File: src/hdl/longest_unique_letter_run_assert.svh
// ----------------------------------------------------------------------------
// Assertion macros for the longest unique letter run block
// Shared property forms; each module that uses them has ports clock and reset.
// ----------------------------------------------------------------------------
`ifndef LONGEST_UNIQUE_LETTER_RUN_ASSERT_SVH
`define LONGEST_UNIQUE_LETTER_RUN_ASSERT_SVH

// The consequent must hold in the same cycle as the antecedent.
`define LULR_ASSERT_IMPL(name, ante, cons) \
   name: assert property (@(posedge clock) disable iff (reset) (ante) |-> (cons)) \
      else $error("%m: assertion failed");

// The consequent must hold in the cycle after the antecedent.
`define LULR_ASSERT_NEXT(name, ante, cons) \
   name: assert property (@(posedge clock) disable iff (reset) (ante) |=> (cons)) \
      else $error("%m: assertion failed");

`endif

File: src/hdl/lulr_pkg.sv
// ----------------------------------------------------------------------------
// lulr_pkg
// Types, constants and the letter classifier shared by the run finder.
// ----------------------------------------------------------------------------
package lulr_pkg;

   localparam int MAX_TEXT_LEN = 4096;
   localparam int NUM_LETTERS  = 26;
   localparam int RING_DEPTH   = 32;
   // The queue depth must be a power of two so the pointers wrap by themselves.
   localparam int QUEUE_DEPTH  = 2;

   localparam int POS_W       = $clog2(MAX_TEXT_LEN + 1);
   localparam int LETTER_W    = $clog2(NUM_LETTERS);
   localparam int LEN_W       = $clog2(NUM_LETTERS + 1);
   localparam int RING_W      = $clog2(RING_DEPTH);
   localparam int QUEUE_PTR_W = $clog2(QUEUE_DEPTH);
   localparam int QUEUE_CNT_W = $clog2(QUEUE_DEPTH + 1);

   typedef logic [7:0]                char_type;
   typedef logic [POS_W-1:0]          pos_type;
   typedef logic [LEN_W-1:0]          len_type;
   typedef logic [RING_W-1:0]         ring_idx_type;
   typedef logic [LETTER_W-1:0]       letter_type;
   typedef char_type [RING_DEPTH-1:0] ring_type;

   localparam char_type CHAR_LC_A = 8'h61;
   localparam char_type CHAR_LC_Z = 8'h7a;
   localparam char_type CHAR_UC_A = 8'h41;
   localparam char_type CHAR_UC_Z = 8'h5a;
   localparam char_type CHAR_NONE = 8'h00;

   typedef struct packed {
      logic       is_letter;
      letter_type idx;
   } letter_info_type;

   // One finished text: a copy of the byte ring taken when the best run was
   // found, where that run starts in the ring, its length and the drop flag.
   typedef struct packed {
      ring_type     snap;
      ring_idx_type start;
      len_type      len;
      logic         trunc;
   } job_type;

   function automatic letter_info_type classify(input char_type ch);
      letter_info_type info;
      info.is_letter = 1'b0;
      info.idx       = '0;
      if (ch >= CHAR_LC_A && ch <= CHAR_LC_Z) begin
         info.is_letter = 1'b1;
         info.idx       = LETTER_W'(ch - CHAR_LC_A);
      end else if (ch >= CHAR_UC_A && ch <= CHAR_UC_Z) begin
         info.is_letter = 1'b1;
         info.idx       = LETTER_W'(ch - CHAR_UC_A);
      end
      return info;
   endfunction

endpackage

File: src/hdl/lulr_front.sv
// ----------------------------------------------------------------------------
// lulr_front
// Classifies each input byte and tracks the current and best letter runs.
// ----------------------------------------------------------------------------
module lulr_front (
   input  logic              clock,
   input  logic              reset,
   input  logic              req_valid,
   output logic              req_stall,
   input  lulr_pkg::char_type req_char_in,
   input  logic              req_end_of_text,
   output logic              push,
   output lulr_pkg::job_type push_job,
   input  logic              q_full
);

   // Classify stage
   logic                      s1_valid_ff;
   lulr_pkg::char_type        s1_char_ff;
   logic                      s1_eot_ff;
   lulr_pkg::letter_info_type s1_info_ff;
   logic                      s1_adv;

   // Scan state
   lulr_pkg::pos_type      position_ff;
   lulr_pkg::pos_type      start_ff;
   lulr_pkg::len_type      best_len_ff;
   lulr_pkg::ring_idx_type best_start_ff;
   lulr_pkg::ring_type     best_snap_ff;
   lulr_pkg::ring_type     ring_ff;
   logic                   overflow_ff;
   logic [lulr_pkg::NUM_LETTERS-1:0] seen_ff;
   lulr_pkg::pos_type      last_pos_ff [lulr_pkg::NUM_LETTERS];

   logic                   take;
   lulr_pkg::ring_type     ring_in;
   lulr_pkg::pos_type      last_pos;
   logic                   hit;
   lulr_pkg::pos_type      start_in;
   lulr_pkg::pos_type      cur_len_wide;
   lulr_pkg::len_type      cur_len;
   logic                   better;

   // An end-of-text word waits here while the queue has no room.
   assign s1_adv    = s1_valid_ff && !(s1_eot_ff && q_full);
   assign req_stall = s1_valid_ff && !s1_adv;

   always_ff @(posedge clock) begin
      if (reset) begin
         s1_valid_ff <= 1'b0;
      end else if (!req_stall) begin
         s1_valid_ff <= req_valid;
      end
   end

   always_ff @(posedge clock) begin
      if (!req_stall && req_valid) begin
         s1_char_ff <= req_char_in;
         s1_eot_ff  <= req_end_of_text;
         s1_info_ff <= lulr_pkg::classify(req_char_in);
      end
   end

   always_comb begin
      take = s1_adv && (position_ff < lulr_pkg::POS_W'(lulr_pkg::MAX_TEXT_LEN));
      ring_in = ring_ff;
      ring_in[position_ff[lulr_pkg::RING_W-1:0]] = s1_char_ff;
      last_pos = last_pos_ff[s1_info_ff.idx];
      hit = s1_info_ff.is_letter && seen_ff[s1_info_ff.idx] && (last_pos >= start_ff);
      if (!s1_info_ff.is_letter) begin
         start_in = position_ff + 1'b1;
      end else if (hit) begin
         start_in = last_pos + 1'b1;
      end else begin
         start_in = start_ff;
      end
      // A run without repeats holds at most 26 letters, so the low bits suffice.
      cur_len_wide = position_ff - start_in + 1'b1;
      cur_len      = cur_len_wide[lulr_pkg::LEN_W-1:0];
      better       = take && s1_info_ff.is_letter && (cur_len > best_len_ff);
   end

   assign push = s1_adv && s1_eot_ff;

   always_comb begin
      push_job.snap  = better ? ring_in : best_snap_ff;
      push_job.start = better ? start_in[lulr_pkg::RING_W-1:0] : best_start_ff;
      push_job.len   = better ? cur_len : best_len_ff;
      push_job.trunc = overflow_ff || (s1_adv && !take);
   end

   always_ff @(posedge clock) begin
      if (reset || push) begin
         position_ff <= '0;
         start_ff    <= '0;
         best_len_ff <= '0;
         overflow_ff <= 1'b0;
         seen_ff     <= '0;
      end else if (take) begin
         position_ff <= position_ff + 1'b1;
         start_ff    <= start_in;
         if (better) begin
            best_len_ff <= cur_len;
         end
         if (s1_info_ff.is_letter) begin
            seen_ff[s1_info_ff.idx] <= 1'b1;
         end
      end else if (s1_adv) begin
         overflow_ff <= 1'b1;
      end
   end

   always_ff @(posedge clock) begin
      if (take) begin
         ring_ff <= ring_in;
         if (s1_info_ff.is_letter) begin
            last_pos_ff[s1_info_ff.idx] <= position_ff;
         end
         if (better) begin
            best_snap_ff  <= ring_in;
            best_start_ff <= start_in[lulr_pkg::RING_W-1:0];
         end
      end
   end

endmodule

File: src/hdl/lulr_queue.sv
// ----------------------------------------------------------------------------
// lulr_queue
// Short queue of finished texts between the scanner and the emitter.
// ----------------------------------------------------------------------------
`include "longest_unique_letter_run_assert.svh"

module lulr_queue (
   input  logic              clock,
   input  logic              reset,
   input  logic              push,
   input  lulr_pkg::job_type push_job,
   output logic              full,
   input  logic              pop,
   output logic              head_valid,
   output lulr_pkg::job_type head_job
);

   lulr_pkg::job_type                 store_ff [lulr_pkg::QUEUE_DEPTH];
   logic [lulr_pkg::QUEUE_PTR_W-1:0]  wr_ptr_ff;
   logic [lulr_pkg::QUEUE_PTR_W-1:0]  rd_ptr_ff;
   logic [lulr_pkg::QUEUE_CNT_W-1:0]  count_ff;

   assign full       = (count_ff == lulr_pkg::QUEUE_CNT_W'(lulr_pkg::QUEUE_DEPTH));
   assign head_valid = (count_ff != '0);
   assign head_job   = store_ff[rd_ptr_ff];

   always_ff @(posedge clock) begin
      if (reset) begin
         wr_ptr_ff <= '0;
         rd_ptr_ff <= '0;
         count_ff  <= '0;
      end else begin
         if (push) begin
            wr_ptr_ff <= wr_ptr_ff + 1'b1;
         end
         if (pop) begin
            rd_ptr_ff <= rd_ptr_ff + 1'b1;
         end
         if (push && !pop) begin
            count_ff <= count_ff + 1'b1;
         end else if (pop && !push) begin
            count_ff <= count_ff - 1'b1;
         end
      end
   end

   always_ff @(posedge clock) begin
      if (push) begin
         store_ff[wr_ptr_ff] <= push_job;
      end
   end

   `LULR_ASSERT_IMPL(a_no_push_when_full, push, !full)
   `LULR_ASSERT_IMPL(a_no_pop_when_empty, pop, head_valid)
   `LULR_ASSERT_NEXT(a_count_rises_on_push, push && !pop, count_ff == $past(count_ff) + 1'b1)

endmodule

File: src/hdl/lulr_back.sv
// ----------------------------------------------------------------------------
// lulr_back
// Emits the best run of the text at the queue head, one character a word.
// ----------------------------------------------------------------------------
`include "longest_unique_letter_run_assert.svh"

module lulr_back (
   input  logic               clock,
   input  logic               reset,
   input  logic               head_valid,
   input  lulr_pkg::job_type  head_job,
   output logic               pop,
   output logic               rsp_valid,
   input  logic               rsp_stall,
   output lulr_pkg::char_type rsp_out_char,
   output logic               rsp_run_last,
   output logic               rsp_empty_run,
   output logic               rsp_truncated
);

   lulr_pkg::len_type      k_ff;
   logic                   rsp_valid_ff;
   lulr_pkg::char_type     rsp_char_ff;
   logic                   rsp_last_ff;
   logic                   rsp_empty_ff;
   logic                   rsp_trunc_ff;
   logic                   load;
   logic                   is_empty;
   logic                   is_last;
   lulr_pkg::ring_idx_type rd_idx;

   assign load     = head_valid && (!rsp_valid_ff || !rsp_stall);
   assign is_empty = (head_job.len == '0);
   assign is_last  = is_empty || (k_ff == head_job.len - 1'b1);
   assign pop      = load && is_last;
   assign rd_idx   = head_job.start + lulr_pkg::RING_W'(k_ff);

   always_ff @(posedge clock) begin
      if (reset) begin
         k_ff         <= '0;
         rsp_valid_ff <= 1'b0;
      end else begin
         if (load) begin
            k_ff         <= is_last ? '0 : k_ff + 1'b1;
            rsp_valid_ff <= 1'b1;
         end else if (!rsp_stall) begin
            rsp_valid_ff <= 1'b0;
         end
      end
   end

   always_ff @(posedge clock) begin
      if (load) begin
         rsp_char_ff  <= is_empty ? lulr_pkg::CHAR_NONE : head_job.snap[rd_idx];
         rsp_last_ff  <= is_last;
         rsp_empty_ff <= is_empty;
         rsp_trunc_ff <= head_job.trunc;
      end
   end

   assign rsp_valid     = rsp_valid_ff;
   assign rsp_out_char  = rsp_char_ff;
   assign rsp_run_last  = rsp_last_ff;
   assign rsp_empty_run = rsp_empty_ff;
   assign rsp_truncated = rsp_trunc_ff;

   `LULR_ASSERT_IMPL(a_empty_word_is_last_zero, rsp_valid_ff && rsp_empty_ff, rsp_last_ff && (rsp_char_ff == lulr_pkg::CHAR_NONE))
   `LULR_ASSERT_IMPL(a_count_only_inside_text, k_ff != '0, head_valid)

endmodule

File: src/hdl/longest_unique_letter_run.sv
// ----------------------------------------------------------------------------
// longest_unique_letter_run
// Finds the longest run of distinct letters in a byte stream and emits it.
// ----------------------------------------------------------------------------
// The block takes one text byte per cycle with no bubbles, also across text
// boundaries, unless req_stall is high; a byte reaches the scanner in the cycle
// after it is accepted. When the byte marked end of text has been scanned, the
// best run of that text goes into a two-entry queue and the emitter sends it
// one character per cycle unless rsp_stall is high, giving max(n, 1) words for
// a run of length n (at most 26). Only an end-of-text word that finds both
// queue entries still waiting stalls the input, and waits in the scanner stage.
// Results pass from the scanner stage through the queue to the output register.
module longest_unique_letter_run (
   input  logic               clock,
   input  logic               reset,
   input  logic               req_valid,
   output logic               req_stall,
   input  lulr_pkg::char_type req_char_in,
   input  logic               req_end_of_text,
   output logic               rsp_valid,
   input  logic               rsp_stall,
   output lulr_pkg::char_type rsp_out_char,
   output logic               rsp_run_last,
   output logic               rsp_empty_run,
   output logic               rsp_truncated
);

   logic              push;
   lulr_pkg::job_type push_job;
   logic              q_full;
   logic              pop;
   logic              head_valid;
   lulr_pkg::job_type head_job;

   lulr_front u_front (
      .clock           (clock),
      .reset           (reset),
      .req_valid       (req_valid),
      .req_stall       (req_stall),
      .req_char_in     (req_char_in),
      .req_end_of_text (req_end_of_text),
      .push            (push),
      .push_job        (push_job),
      .q_full          (q_full)
   );

   lulr_queue u_queue (
      .clock      (clock),
      .reset      (reset),
      .push       (push),
      .push_job   (push_job),
      .full       (q_full),
      .pop        (pop),
      .head_valid (head_valid),
      .head_job   (head_job)
   );

   lulr_back u_back (
      .clock         (clock),
      .reset         (reset),
      .head_valid    (head_valid),
      .head_job      (head_job),
      .pop           (pop),
      .rsp_valid     (rsp_valid),
      .rsp_stall     (rsp_stall),
      .rsp_out_char  (rsp_out_char),
      .rsp_run_last  (rsp_run_last),
      .rsp_empty_run (rsp_empty_run),
      .rsp_truncated (rsp_truncated)
   );

endmodule
File: config.mk
export PLATFORM = sky130hd
export DESIGN_NAME = longest_unique_letter_run
export DESIGN_NICKNAME = d
export VERILOG_FILES = /design/src/hdl/lulr_pkg.sv /design/src/hdl/lulr_front.sv /design/src/hdl/lulr_queue.sv /design/src/hdl/lulr_back.sv /design/src/hdl/longest_unique_letter_run.sv
export VERILOG_INCLUDE_DIRS = /design/src /design/src/hdl
export SDC_FILE = /design/constraint.sdc
export NUM_CORES = 1
export LEC_CHECK = 0
export BUFFER_PORTS_ARGS = -buffer_cell sky130_fd_sc_hd__buf_2
export CORE_ASPECT_RATIO = 1.2
export CORE_MARGIN = 2
export CORE_UTILIZATION = 50
export DETAILED_ROUTE_END_ITERATION = 10
export PLACE_DENSITY = 0.66
export SLEW_MARGIN = 15
export SYNTH_ARGS = -nofsm -noshare
export SYNTH_HDL_FRONTEND = slang
export SYNTH_SLANG_ARGS = --single-unit
File: constraint.sdc
create_clock -name clock -period 16.91 [get_ports clock]
set_input_delay 0.8455 -clock clock [delete_from_list [all_inputs] [get_ports clock]]
set_output_delay 0.8455 -clock clock [all_outputs]
set_load 0.02 [all_outputs]
Word level (Yosys, flattened, before mapping)

Memories as Yosys holds them, arrays and structs flattened. A register that Yosys moved wholly into a read port is not among the register bits.
Index checks and enable logic that the tools add are counted.

Memories kept: 2
Output and inout port bits: 13
Word-level logic and storage cells: 181
Memory bits (writable): 872
Register bits: 612

Memory list:

| memory              | words | width | rd ports | clocked after Yosys merged registers in | wr ports | RTL line         | text |
|---|---|---|---|---|---|---|---|
| u_queue.store_ff    | 2     | 267   | 1        | 1                                       | 1        | lulr_queue.sv:18 | `lulr_pkg::job_type store_ff [lulr_pkg::QUEUE_DEPTH];` |
| u_front.last_pos_ff | 26    | 13    | 1        | 1                                       | 1        | lulr_front.sv:33 | `lulr_pkg::pos_type last_pos_ff [lulr_pkg::NUM_LETTERS];` |

Order comparisons: 12
Add/subtract/negate cells: 13
Bitwise gates (word level): 2
Equal/unequal tests: 3
Muxes and demuxes: 29
Reduce and logical (&&, ||, !) cells: 36

Operator list:

| operator              | number |
|---|---|
| $bwmux 256            | 1 |
| $mux 256              | 1 |
| $bmux 8 s5            | 1 |
| $demux 8 s5           | 1 |
| $add 13x1->13 const B | 2 |
| $mux 13               | 2 |
| $or 26x26->26         | 1 |
| $mux 5                | 5 |
| $logic_and 1x1->1     | 19 |
| $lt 5x6->1 const B    | 3 |
| $ge 8x7->1 const B    | 2 |
| $le 8x7->1 const B    | 2 |
| $mux 8                | 2 |
| $sub 5x1->5 const B   | 3 |
| $ge 13x13->1          | 1 |
| $lt 13x13->1 const B  | 1 |
| $mux 1                | 11 |
| $add 5x1->5 const B   | 2 |
| $ge 5x1->1 const B    | 2 |
| $logic_not 1->1       | 8 |
| $mux 6                | 1 |
| $add 5x5->5           | 1 |
| $bmux 1 s5            | 1 |
| $demux 1 s5           | 1 |
| 14 further kinds      | 21 |

Longest topological paths before layout

Gate-level depths: netlist of run 1.

Depth in word-level cells: 11
Mapped depth: 34
Gate-level depth less buffers: 28

By module

A second synthesis of run 1 with hierarchy kept.

Cell total of the unflattened synthesis: 3396
Area total of the unflattened synthesis: 63378.3 µm²

Modules (own cells, without submodules):

| module     | area each (µm²) | times used | cells each |
|---|---|---|---|
| lulr_front | 39639.3         | 1          | 2267 |
| lulr_queue | 20432.1         | 1          | 853 |
| lulr_back  | 3306.9          | 1          | 276 |

Worst setup path after synthesis of run 1

No wires, ideal clock.

Kind: flip-flop to flip-flop
Start point: reg u_queue.count_ff[0] in the netlist's numbering
End point: reg u_front.start_ff[12]
Stages on the path, launching flop included: 10
Setup slack: 0.096 ns
Clock period less this slack: 16.814 ns
Arrival time: 16.667 ns
Path buffers: 3
Required time: 16.762 ns
Cell sequence: dfxtp_1 -> nand3b_1 -> and2_1 -> nand2b_1 -> clkbuf_1 -> inv_2 -> clkbuf_1 -> buf_1 -> o21ai_0 -> o32ai_1

Elaborated cells between the ends (all ways): 7
Those cells by class: eq/ne (1); reduce/logical (6)

RTL lines:

| element                | RTL line          | text |
|---|---|---|
| start, declared        | lulr_queue.sv:21  | `logic [lulr_pkg::QUEUE_CNT_W-1:0] count_ff;` |
| start signal, assigned | lulr_queue.sv:40  | `count_ff <= count_ff + 1'b1;` |
| start signal, assigned | lulr_queue.sv:42  | `count_ff <= count_ff - 1'b1;` |
| $eq 2x2->1             | lulr_queue.sv:23  | `assign full = (count_ff == lulr_pkg::QUEUE_CNT_W'(lulr_pkg::QUEUE_DEPTH));` |
| $logic_and 1x1->1      | lulr_front.sv:45  | `assign s1_adv = s1_valid_ff && !(s1_eot_ff && q_full);` |
| $logic_not 1->1        | lulr_front.sv:45  |  |
| $logic_and 1x1->1      | lulr_front.sv:45  |  |
| $logic_and 1x1->1      | lulr_front.sv:65  | `take = s1_adv && (position_ff < lulr_pkg::POS_W'(lulr_pkg::MAX_TEXT_LEN));` |
| named net u_front.take | lulr_front.sv:35  | `logic take;` |
| end signal, assigned   | lulr_front.sv:101 | `start_ff <= start_in;` |
| end, declared          | lulr_front.sv:26  | `lulr_pkg::pos_type start_ff;` |

The timed path passes the listed nets, and every way through them passes these cells.
A chain may end at the register's enable or synchronous reset.

==> metrics.md, run 1 <==
| Metric | Value |
|---|---|
| Vias in the first global route | `30700` |
| Skew-Pair Late Insertion Delay | `~790 ps` |
| Largest delay share family, worst path | `compound AO/OA/AOI/OAI gates` |
| Post-route DRC | `0` |
| Worst path max stage delay | `between 800 and 900 ps` |
| Mapped Cells | `approximately 3100` |
| Tightest Pin Transition | `1240 ps` |
| Area grow syn2layout | `10.7%` |
| Post-Syn Area | `60800 sq um` |
| Most used cell, CP | `ha_1` |
| Slowest cell on the critical path | `buf_4` |
| Clock root cell | `clkbuf_16` |
| Initial antenna violation count | `3` |
| Clock Skews | `between 30 and 40 ps` |
| Cell leakage power | `~22 nW` |
| Die area | `around 120000 sq um` |
| Detailed-route via count | `between 20000 and 30000` |
| Post_cts resized | `0` |
| Final period utilization | `a little under three fifths` |
| Worst endpoint data arrival time | `approximately 10000 ps` |
| Routed WL | `~130 mm` |
| Clock sink total | `1490` |
| DP Area | `62700 sq um` |
| Share of layout cells above drive strength 1 | `around 34%` |
| Final Wtd Congestion | `0.838` |
| HP Start | `req_valid` |
| RSZ-0062 raised after global routing | `no` |
| TritonCTS clock tree | `yes` |
| Maximum clock frequency | `between 100 and 150 MHz` |
| Synth top area share | `a little over two thirds` |
| Hold Path Class | `in2reg` |
| Total Nets Final | `between 3000 and 4000` |
| HPWL after DPL | `75.6 mm` |
| Global-route wire length before repair | `slightly below 200 mm` |
| Crit-path max FO | `150` |
| Most used DFF post-synth | `edfxtp_1` |
| Register bit total from synthesis | `roughly 1500` |
| GRT Total Usage | `between 20% and 30%` |
| IO buf count | `25` |
| Fin area | `between 60000 and 70000 sq um` |
| Rows | `140` |
| Routed length per instance | `roughly 26 microns` |
| DR iter-0 viols | `roughly 2600` |
| Commonest non-fill, non-tap cell in the layout | `edfxtp_1` |
| Hold buffers post-CTS | `0` |
| CP Launch Type | `register` |
| Clock slew at reported path FFs | `about 60 ps` |
| Worst setup EP type | `register` |
| H-tree depth | `4` |
| Syn_nets | `3189` |
| Slew Viols, Final | `0` |
| Initial Utilization | `approximately 50%` |
| Status | `finished clean` |
| Core ar. | `about 120000 sq um` |
| Fraction of registers with async set/reset | `0%` |
| Io pins | `26` |
| Setup TNS | `0 ps` |
| Largest net degree at the start of global routing | `between 150 and 200` |
| Final Power | `around 8 mW` |
| Total CTS buffers | `between 100 and 150` |
| EDFF count, synth | `about 1400` |
| Final min period | `roughly 9600 ps` |
| Critical path cell sequence | `buf_4, mux4_1, mux4_2, nand2_1, o311ai_1, ha_1, a211oi_1, o221ai_1, a221oi_1, or2_2, o31ai_1, o21ai_1, ha_1, ha_1, a21o_1, a21oi_1, xnor2_1, xnor2_1, ha_1, and4_2, a221oi_4, buf_12, buf_4, mux2_2` |
| Largest area contributor in the netlist | `edfxtp_1` |
| Max-cap violations | `0` |
| Die Span Y | `~390 microns` |
| Clk buf depth | `3` |
| Peak VDD IR | `roughly 0.11 mV` |
| WP buf/inv | `3` |
| Yosys cell types | `around 80` |
| Dominant cells by area after synthesis | `edfxtp_1, mux2_2, mux4_2` |
| First-pass iteration count of the detailed router | `5` |
| Post-synthesis sequential area ratio | `approximately 72%` |
| Pwr per Cell Area | `118 nW/um^2` |
| Vias/cell | `approximately 5.9` |
| Endpoints failing setup | `0` |
| Ys Warns | `0` |
| Critical path class | `reg2reg` |
| Max-slew headroom | `17.2%` |
| Cell total after placement | `about 4700` |
| Post-CTS Setup Repair Bufs | `0` |
| Syn Area/Cell | `~19 sq um` |
| Most frequent cells in the layout | `edfxtp_1, mux2_2, mux4_2, clkbuf_16, nor2_1` |
| Die Wd | `~320 microns` |
| Grt ovf | `0` |
| Critical path required time | `~17000 ps` |
| Post-route ant nets | `0` |
| Fin cells | `around 5000` |
| Final hold violations | `0` |
worst min-delay path: cells and delay by family:
kind          cells  cell delay [ps]
buf+inv           1               90
simple gates      2              110
final cells by class:
cell class / count / area (sq um)
antenna: 1 / 2.50
clock buffer: 172 / 3790
clock inverter: 90 / 773
fill: 9081 / 53800
inverter: 49 / 191
multi-input combinational: 1433 / 15800
sequential: 1490 / 44000
tap: 1633 / 2040
timing repair buffer: 82 / 603
state kept, by name, indices dropped and copies added, names as in the netlist, 2 cells and up, named ones only:
name and cells:
u_front.position_ff 13, u_front.seen_ff 26, u_front.best_start_ff 5, u_front.start_ff 13
u_back.rsp_out_char 8, u_front.best_len_ff 5, u_front.s1_char_ff 8, u_front.best_snap_ff 256
u_front.ring_ff 256, u_queue.count_ff 2, u_front.last_pos_ff 338, u_queue.store_ff 534
u_front.s1_info_ff 6, u_back.k_ff 5
synthesized netlist by cell type (19+ instances only):
cell and n:
mux2_2 529, a21oi_1 35, mux2i_1 57, clkbuf_1 71, edfxtp_1 1415, xor2_1 23
nor2_1 142, mux4_2 224, buf_2 45, inv_1 45, nand3_1 22, xnor2_1 27
o21ai_0 32, a211oi_1 24, ha_1 40, buf_1 19, dfxtp_1 75, nand2_1 69
through the flow:
step                hold slack, ps  worst slack [ps]  util [%]
global route                   277              6730      55.6
CTS                            255              7310      55.6
floorplan                      435              96.0         -
finish                         300              7280      55.6
global placement               447              7560      51.8
detailed placement             460              7320      51.8
routing by layer:
metal	global-route usage, %	wire, microns
met4	6.91	3280
met2	35.7	65600
met3	3.13	6240
met5	0	0
met1	28.4	55000
report_power, final:
part | switching (mW) | total, mW | internal [mW] | leakage, nW
clock network | 1.37 | 3.10 | 1.73 | 2.25
logic | 0.363 | 0.613 | 0.250 | 5.51
registers | 0.0401 | 4.22 | 4.17 | 13.9
total | 1.78 | 7.93 | 6.15 | 21.7
cell families (layout without fill, tap and decap cells):
| logic type | count (synthesis) | after routing | synth area share, % |
|---|---|---|---|
| flops | 1490 | 1490 | 72.4 |
| mux | 820 | 820 | 19.5 |
| simple gates | 338 | 338 | 2.63 |
| buf+inv | 211 | 393 | 1.80 |
| compound gates | 183 | 183 | 2.09 |
| xor+xnor | 50 | 50 | 0.721 |
| fa+ha+maj | 42 | 42 | 0.889 |
| other cells | 0 | 1 | 0 |
worst paths after layout:
path                                     to  slack (ps)  cells after the start
setup / recovery  u_front.best_snap_ff[174]        7280                     24
hold / removal          u_front.s1_valid_ff         300                      3
setup reg to reg  u_front.best_snap_ff[174]        7280                     24
hold reg to reg          u_front.seen_ff[4]         470                      2
Power figures use the tool's default switching activity.
==> inputs of run 2 (changes only) <==
==> constraint.sdc (replaced) <==
create_clock -name clock -period 7.9 [get_ports clock]
set_input_delay 0.395 -clock clock [delete_from_list [all_inputs] [get_ports clock]]
set_output_delay 0.395 -clock clock [all_outputs]
set_load 0.02 [all_outputs]
==> run 2 against run 1 <==
Critical path depth is 1 higher. Hold slack better by 150 ps. Largest cell class unchanged. Sequential power is 110% higher. Clock power is 120% higher. First-iteration DRC count is 7.5% higher. Global-route usage is 0.20 points higher. Power is 120% higher. Combinational power is 120% higher. Clock skew is 9.1 ps lower. Final area is 0.97% higher. Wire length is 0.82% higher.
==> metrics.md, run 2 (synthesized netlist as in run 1, its figures left out) <==
| Metric | Value |
|---|---|
| Maximum clock frequency | `~130 MHz` |
| Max FFs per register | `534` |
| Post-route ant nets | `0` |
| Skew-Pair Late Insertion Delay | `slightly below 800 ps` |
| Status | `finished clean` |
| Detailed-route via count | `slightly below 30000` |
| Most used cell, CP | `ha_1` |
| Hold WS | `449 ps` |
| Slowest cell on the critical path | `mux4_2` |
| Initial Utilization | `roughly 50%` |
| Core ar. | `roughly 120000 sq um` |
| DR iter-0 viols | `between 2000 and 3000` |
| Total CTS buffers | `147` |
| Commonest non-fill, non-tap cell in the layout | `edfxtp_1` |
| H-tree depth | `4` |
| Area grow syn2layout | `11.8%` |
| Final Power | `about 17 mW` |
| Final Wtd Congestion | `0.867` |
| Die area | `124000 sq um` |
| Setup TNS | `0 ps` |
| Most frequent cells in the layout | `edfxtp_1, mux2_2, mux4_2, clkbuf_16, nor2_1` |
| TritonCTS clock tree | `yes` |
| Grt ovf | `0` |
| Global-route wire length before repair | `approximately 200 mm` |
| Critical path required time | `about 8400 ps` |
| Fin cells | `roughly 5000` |
| Vias/cell | `5.90` |
| Share of layout cells above drive strength 1 | `about 34%` |
| HPWL after DPL | `77.5 mm` |
| Clock root cell | `clkbuf_16` |
| Cell total after placement | `4716` |
| Worst setup EP type | `register` |
| Fillers | `just over 9000` |
| Pwr per Cell Area | `about 250 nW/um^2` |
| Routed length per instance | `26.2 microns` |
| Hold Path Class | `in2reg` |
| Max-cap violations | `0` |
| Final hold violations | `0` |
| Initial antenna violation count | `5` |
| Peak VDD IR | `~0.21 mV` |
| First-pass iteration count of the detailed router | `5` |
| Biggest register | `u_queue.store_ff` |
| Endpoints failing setup | `0` |
| Final period utilization | `between 90% and 100%` |
| Final min period | `7440 ps` |
| Clock Skews | `~22 ps` |
| RSZ-0062 raised after global routing | `no` |
| Clock sink total | `~1500` |
| Largest net degree at the start of global routing | `190` |
| Post-route DRC | `0` |
| Clk buf depth | `3` |
| Tightest Pin Transition | `1220 ps` |
| Io pins | `26` |
| Routed WL | `131 mm` |
| Slew Viols, Final | `0` |
| Die Wd | `between 300 and 400 microns` |
| Final Core Density | `a little under three fifths` |
| Critical path class | `reg2reg` |
| Vias in the first global route | `31100` |
| GRT Total Usage | `around a fifth` |
| Crit-path max FO | `53` |
| Biggest regs | `u_queue.store_ff: 534 flops, u_front.last_pos_ff: 338 flops` |
| CP Launch Type | `register` |
| Max-slew headroom | `a little under a fifth` |
| Rows | `140` |
| Cell leakage power | `22.0 nW` |
| Worst path max stage delay | `around 530 ps` |
| IO buf count | `25` |
| Die Span Y | `about 390 microns` |
| Worst endpoint data arrival time | `just under 8000 ps` |
| Clock slew at reported path FFs | `roughly 60 ps` |
| Total Nets Final | `between 3000 and 4000` |
## run 2: worst max-delay path: cells and delay by family (launching register included)
| family | cells | cell delay, ps |
|---|---|---|
| buf+inv | 4 | 1160 |
| flops | 1 | 360 |
| xor+xnor | 2 | 330 |
| compound gates | 8 | 1660 |
| mux | 3 | 1420 |
| simple gates | 4 | 750 |
| fa+ha+maj | 4 | 1360 |
## run 2: metrics by stage
step                area, sq um  setup WS (ps)
finish                    67900            457
global route              67900           4.68
CTS                       67900            321
detailed placement        63100            356
global placement          63100            397
floorplan                 60800            352
## run 2: worst paths after layout
kind	start	end	slack [ps]	cells after the start
max	register	u_front.best_snap_ff[165]	460	25
max reg2reg	register	u_front.best_snap_ff[165]	460	25
min	req_end_of_text	u_front.s1_eot_ff	450	2
min reg2reg	u_front.seen_ff[14]	u_front.seen_ff[14]	470	2
## run 2: metal layers
metal | vias up | part of all wire, % | global-route usage [%]
met3 | 233 | 5.3 | 3.90
met5 | - | 0.019 | 0
met1 | 15600 | 41 | 27.3
met4 | 4 | 3.4 | 8.08
li1 | 12800 | - | -
met2 | 876 | 51 | 36.4
## run 2: repair_timing
item | in CTS | in global routing
hold buffers | 13 | 0
resized for setup | 0 | 2
buffers inserted | 0 | 1
endpoints found under the hold margin | 20 | 0
setup endpoints to repair | 0 | 578
## run 2: power by group
part | internal, mW | leakage (nW) | switching [mW]
Sequential | 8.94 | 13.9 | 0.0895
Clock | 3.89 | 2.25 | 2.90
Combinational | 0.566 | 5.77 | 0.787
## run 2: cell type report
cell class | count | area, sq um | share of cell area (%)
antenna | 1 | 2.50 | 0.00368
clock buffer | 196 | 4030 | 5.93
multi-input combinational | 1433 | 15800 | 23.3
inverter | 49 | 191 | 0.282
clock inverter | 75 | 659 | 0.971
sequential | 1490 | 44000 | 64.8
timing repair buffer | 125 | 1140 | 1.68
tap | 1633 | 2040 | 3.01
